===== src/rtl/grt_pkg.sv =====
// ----------------------------------------------------------------------------
// Grid ray traversal package
// Types, field widths and codes shared by the ray caster modules.
// ----------------------------------------------------------------------------
`default_nettype none

package grt_pkg;

    localparam int POS_W   = 22;
    localparam int DIR_W   = 21;
    localparam int SCALE_W = 24;
    localparam int DIST_W  = 32;
    localparam int CELL_W  = 8;
    localparam int VAL_W   = 8;
    localparam int IDX_W   = 12;
    localparam int FACE_W  = 2;
    localparam int CFG_W   = 7;
    localparam int CFG_IDX_W = 1;
    localparam int DELTA_W = 48;

    localparam logic [DELTA_W-1:0] DELTA_MAX = {DELTA_W{1'b1}};
    localparam logic [CFG_W-1:0]   CFG_DIM_RESET = 7'd64;

    localparam logic OP_WRITE = 1'b0;
    localparam logic OP_CAST  = 1'b1;

    localparam logic [CFG_IDX_W-1:0] REG_MAP_WIDTH  = 1'b0;
    localparam logic [CFG_IDX_W-1:0] REG_MAP_HEIGHT = 1'b1;

    localparam logic [FACE_W-1:0] FACE_EAST  = 2'd0;
    localparam logic [FACE_W-1:0] FACE_WEST  = 2'd1;
    localparam logic [FACE_W-1:0] FACE_SOUTH = 2'd2;
    localparam logic [FACE_W-1:0] FACE_NORTH = 2'd3;

    typedef enum logic [3:0] {
        ST_CLEAR,
        ST_IDLE,
        ST_DIV,
        ST_MUL,
        ST_CMP,
        ST_ADD,
        ST_CHK,
        ST_HIT,
        ST_DONE
    } t_state;

    typedef enum logic {
        ALU_ADD,
        ALU_SUB
    } t_alu_op;

endpackage

`default_nettype wire


===== src/rtl/grt_alu.sv =====
// ----------------------------------------------------------------------------
// Grid ray traversal shared adder
// One wide add or subtract with carry out, reused for division, scaling,
// side distance compares and side distance accumulation.
// ----------------------------------------------------------------------------
`default_nettype none

module grt_alu
    import grt_pkg::*;
#(
    parameter int W = 64
) (
    input  t_alu_op        i_op,
    input  logic [W-1:0]   i_a,
    input  logic [W-1:0]   i_b,
    output logic [W-1:0]   o_sum,
    output logic           o_carry
);

    logic [W-1:0] b_eff;
    logic [W:0]   full;

    always_comb begin
        case (i_op)
            ALU_SUB: b_eff = ~i_b;
            default: b_eff = i_b;
        endcase
    end

    // On a subtract the carry out is set when a is not below b.
    assign full    = {1'b0, i_a} + {1'b0, b_eff} + {{W{1'b0}}, (i_op == ALU_SUB)};
    assign o_sum   = full[W-1:0];
    assign o_carry = full[W];

endmodule

`default_nettype wire


===== config.mk =====
export PLATFORM = sky130hd
export DESIGN_NAME = grt_alu
export DESIGN_NICKNAME = d
export VERILOG_FILES = /design/src/rtl/grt_pkg.sv /design/src/rtl/grt_alu.sv
export SDC_FILE = /design/constraint.sdc
export NUM_CORES = 1
export LEC_CHECK = 0
export ABC_AREA = 1
export BUFFER_PORTS_ARGS = -buffer_cell sky130_fd_sc_hd__buf_4
export CORE_MARGIN = 2
export CORE_UTILIZATION = 45
export DETAILED_ROUTE_END_ITERATION = 16
export PLACE_DENSITY = 0.72
export SLEW_MARGIN = 20
export SYNTH_ARGS = -nofsm -noshare
export SYNTH_HDL_FRONTEND = slang
export SYNTH_SLANG_ARGS = --single-unit

===== constraint.sdc =====
create_clock -name vclk -period 4.05
set_input_delay 0.81 -clock vclk [all_inputs]
set_output_delay 0.81 -clock vclk [all_outputs]
set_load 0.005 [all_outputs]

==> metrics.yaml <==
logic_synthesis:
  synth_compound_area_frac: 0.125
  netlist_instances: 1188
  syn_avg_cell_area_um2: 5.09
  synth_xor_area_frac: 0.138
  synth.area.top_cells: "nand2_1 28%, ha_1 14%, inv_1 14%"
  synth_top_area_cell: "nand2_1"
  synth_cell_type_count: 31
  syn-num-nets: 1387
  synth-simple-area-share: 0.445
  synth-adder-area-share: 0.146
  seq_area_frac_synth: 0
  synth_mux_area_frac: 0
  netlist.area_leader.share: 0.277
  synth_top_family_by_area: "simple AND/OR/NAND/NOR gates"
  synth_area_um2: 6040
  ys.warnings.count: 0
timing:
  holdWs_ps: 1920
  max_freq_ghz: 0.255
  hold_viol: 0
  worst_slack_ps: 124
  post-route-period-util: 0.969
  fin_crit_ps: 3930
  maxSlewViolCount: 0
  max_slew_margin: 0.700
  setup_viol: 0
  max_slew.worst_pin.slew_ps: 450
final_layout:
  final_common_cell: "nand2_1"
  num_antenna_cells: 0
  seqCellArea_um2: 0
  final_cell_mix: "444 x nand2_1, 221 x inv_1, 202 x buf_4"
  nFlopsAndLatches: 0
  drive_above_1_share: 0.189
  clockBufferCount: 0
  area_delta_synth_final_pct: 29.5
  fin_nets: 1586
global_routing:
  grt_max_degree: 33
  antenna_found_initial: 0
  grt_use_total: 0.306
  grt_pass1_vias: 6884
  grt_overflow: 0
  grt_pass1_wl_um: 35100
floorplanning:
  dieArea_um2: 14400
  die_h_um: 120
  rows: 42
  fp.dieW_um: 120
  ios: 194
  initial_core_util: 0.458
  fp.coreArea_um2: 13200
status:
  outcome: "complete, no violations"
worst_setup_path:
  cp_slowest_cell: "ha_1"
  crit_required_ps: 3240
  critical_path_class: "in -> out"
  critical_path.max_stage_delay_ps: 370
  startpoint_type: "primary input"
  path_max_fanout: 32
  crit_top_cell: "nand2_1"
  critPathArrivalTime_ps: 3120
  cp_cell_sequence: "buf_4, buf_12, xor2_1, ha_1, nand2_1, nor2_1, inv_1, nor2_1, nand2_1, nand2_1, nand2_1, nand2_2, xor2_1, buf_4"
  crit_start: "i_op"
  end_kind: "output pin"
worst_hold_path:
  hp-start: "i_a[0]"
  hp-class: "in -> out"
place:
  place.port_buffers: 194
  pre_cts_ws_ps: 157
  place_congestion: 1.08
  dpl.hpwl_um: 20500
pwr:
  power.density_nw_per_um2: 225
  worst_ir_drop_vdd_v: 0.000117
  combPwrFrac: 1.000
  p_int_uw: 744
  p_leak_uw: 0.00467
  p_seq_frac: 0
  switching_power_uw: 1020
  swShare: 0.578
  clkPwrFrac: 0
drt:
  wirelength_um: 22900
  via_count: 7771
  ant_nets: 0
  drt_pass1_iterations: 7
  drcViolationCount: 0
  avgViaCountPerCell: 4.98
  first_iter_violations: 567
  wl_per_cell_um: 14.7
run:
  max-cap-violations: 0
cts:
  postCtsSetupRepairBufs: 0
  ctsHoldBuffers: 0
[layout make-up]
class                           instances  area [µm²]
Tap cell                              176         220
Fill cell                            1430        5370
Multi-Input combinational cell        957        5210
Timing Repair Buffer                  204        1560
Inverter                              224         841
[worst max-delay path: cells and delay by family]
family                   cells  cell delay [ps]
XOR/XNOR                     2              460
buffers and inverters        4              560
adder cells (fa/ha/maj)      1              370
AND/OR/NAND/NOR              7              860
[cell usage after synthesis]
library cell    n
nor2_1        101
nand2_2        16
o21a_1          4
buf_2           6
o21ai_2         1
a211oi_1        1
nand2_1       446
fa_1            1
nand4_1         3
nor2_4          2
a21o_1          1
a21oi_1        83
nor3_1          9
o211a_1         1
nor4_2          1
o21ai_1         3
nand3_2         2
o21bai_1       13
xnor2_1         2
nor4_1          1
inv_1         221
nor3_2          5
nor2_2         14
xor2_1         93
o21ai_0        33
inv_2           3
buf_6           1
nand3_1        46
and2_1          3
nand3b_1        3
ha_1           69
[cells by family after synthesis]
family                     count (synthesis)
xor gates and xnor gates                  95
adders and majority gates                 70
AOI/OAI and AO/OA                        140
and+or+nand+nor                          652
buffers and inverters                    231
[metal layers]
metal,part of all wire,GRT usage,vias to the layer above
li1,-,-,4045
met1,0.48,0.457,3463
met2,0.44,0.488,251
met3,0.071,0.0361,12
met4,0.0095,0.0287,0
met5,0,0,-
[worst paths after layout]
kind / depth (start not counted) / slack [ps] / to
max: 14 / 120 / o_sum[31]
min: 3 / 1920 / o_sum[0]
[metrics by stage]
step / setup TNS (ps) / total power, µW / utilization / instance area (µm²) / std cells
finish: 0 / 1760 / 0.593 / 7820 / 1561
global route: -0.187 / 1930 / 0.593 / 7820 / 1561
detailed placement: 0 / 1720 / 0.590 / 7780 / 1561
floorplan: 0 / 987 / - / 6040 / 1188
global placement: 0 / 1710 / 0.590 / 7780 / 1561
CTS: 0 / 1730 / 0.590 / 7780 / 1561
[what timing repair did]
item / in CTS / in global routing
resized for setup: 0 / 17
setup endpoints to repair: 0 / 10
hold endpoints to repair: 0 / 0
[power groups by stage]
stage	Clock, µW	Sequential, µW	Combinational [µW]
after floorplan	0	0	987
after global placement	0	0	1710
after detailed placement	0	0	1720
after CTS	0	0	1730
after global routing	0	0	1930
final	0	0	1760
No activity file was read; power rests on OpenSTA's default activity.
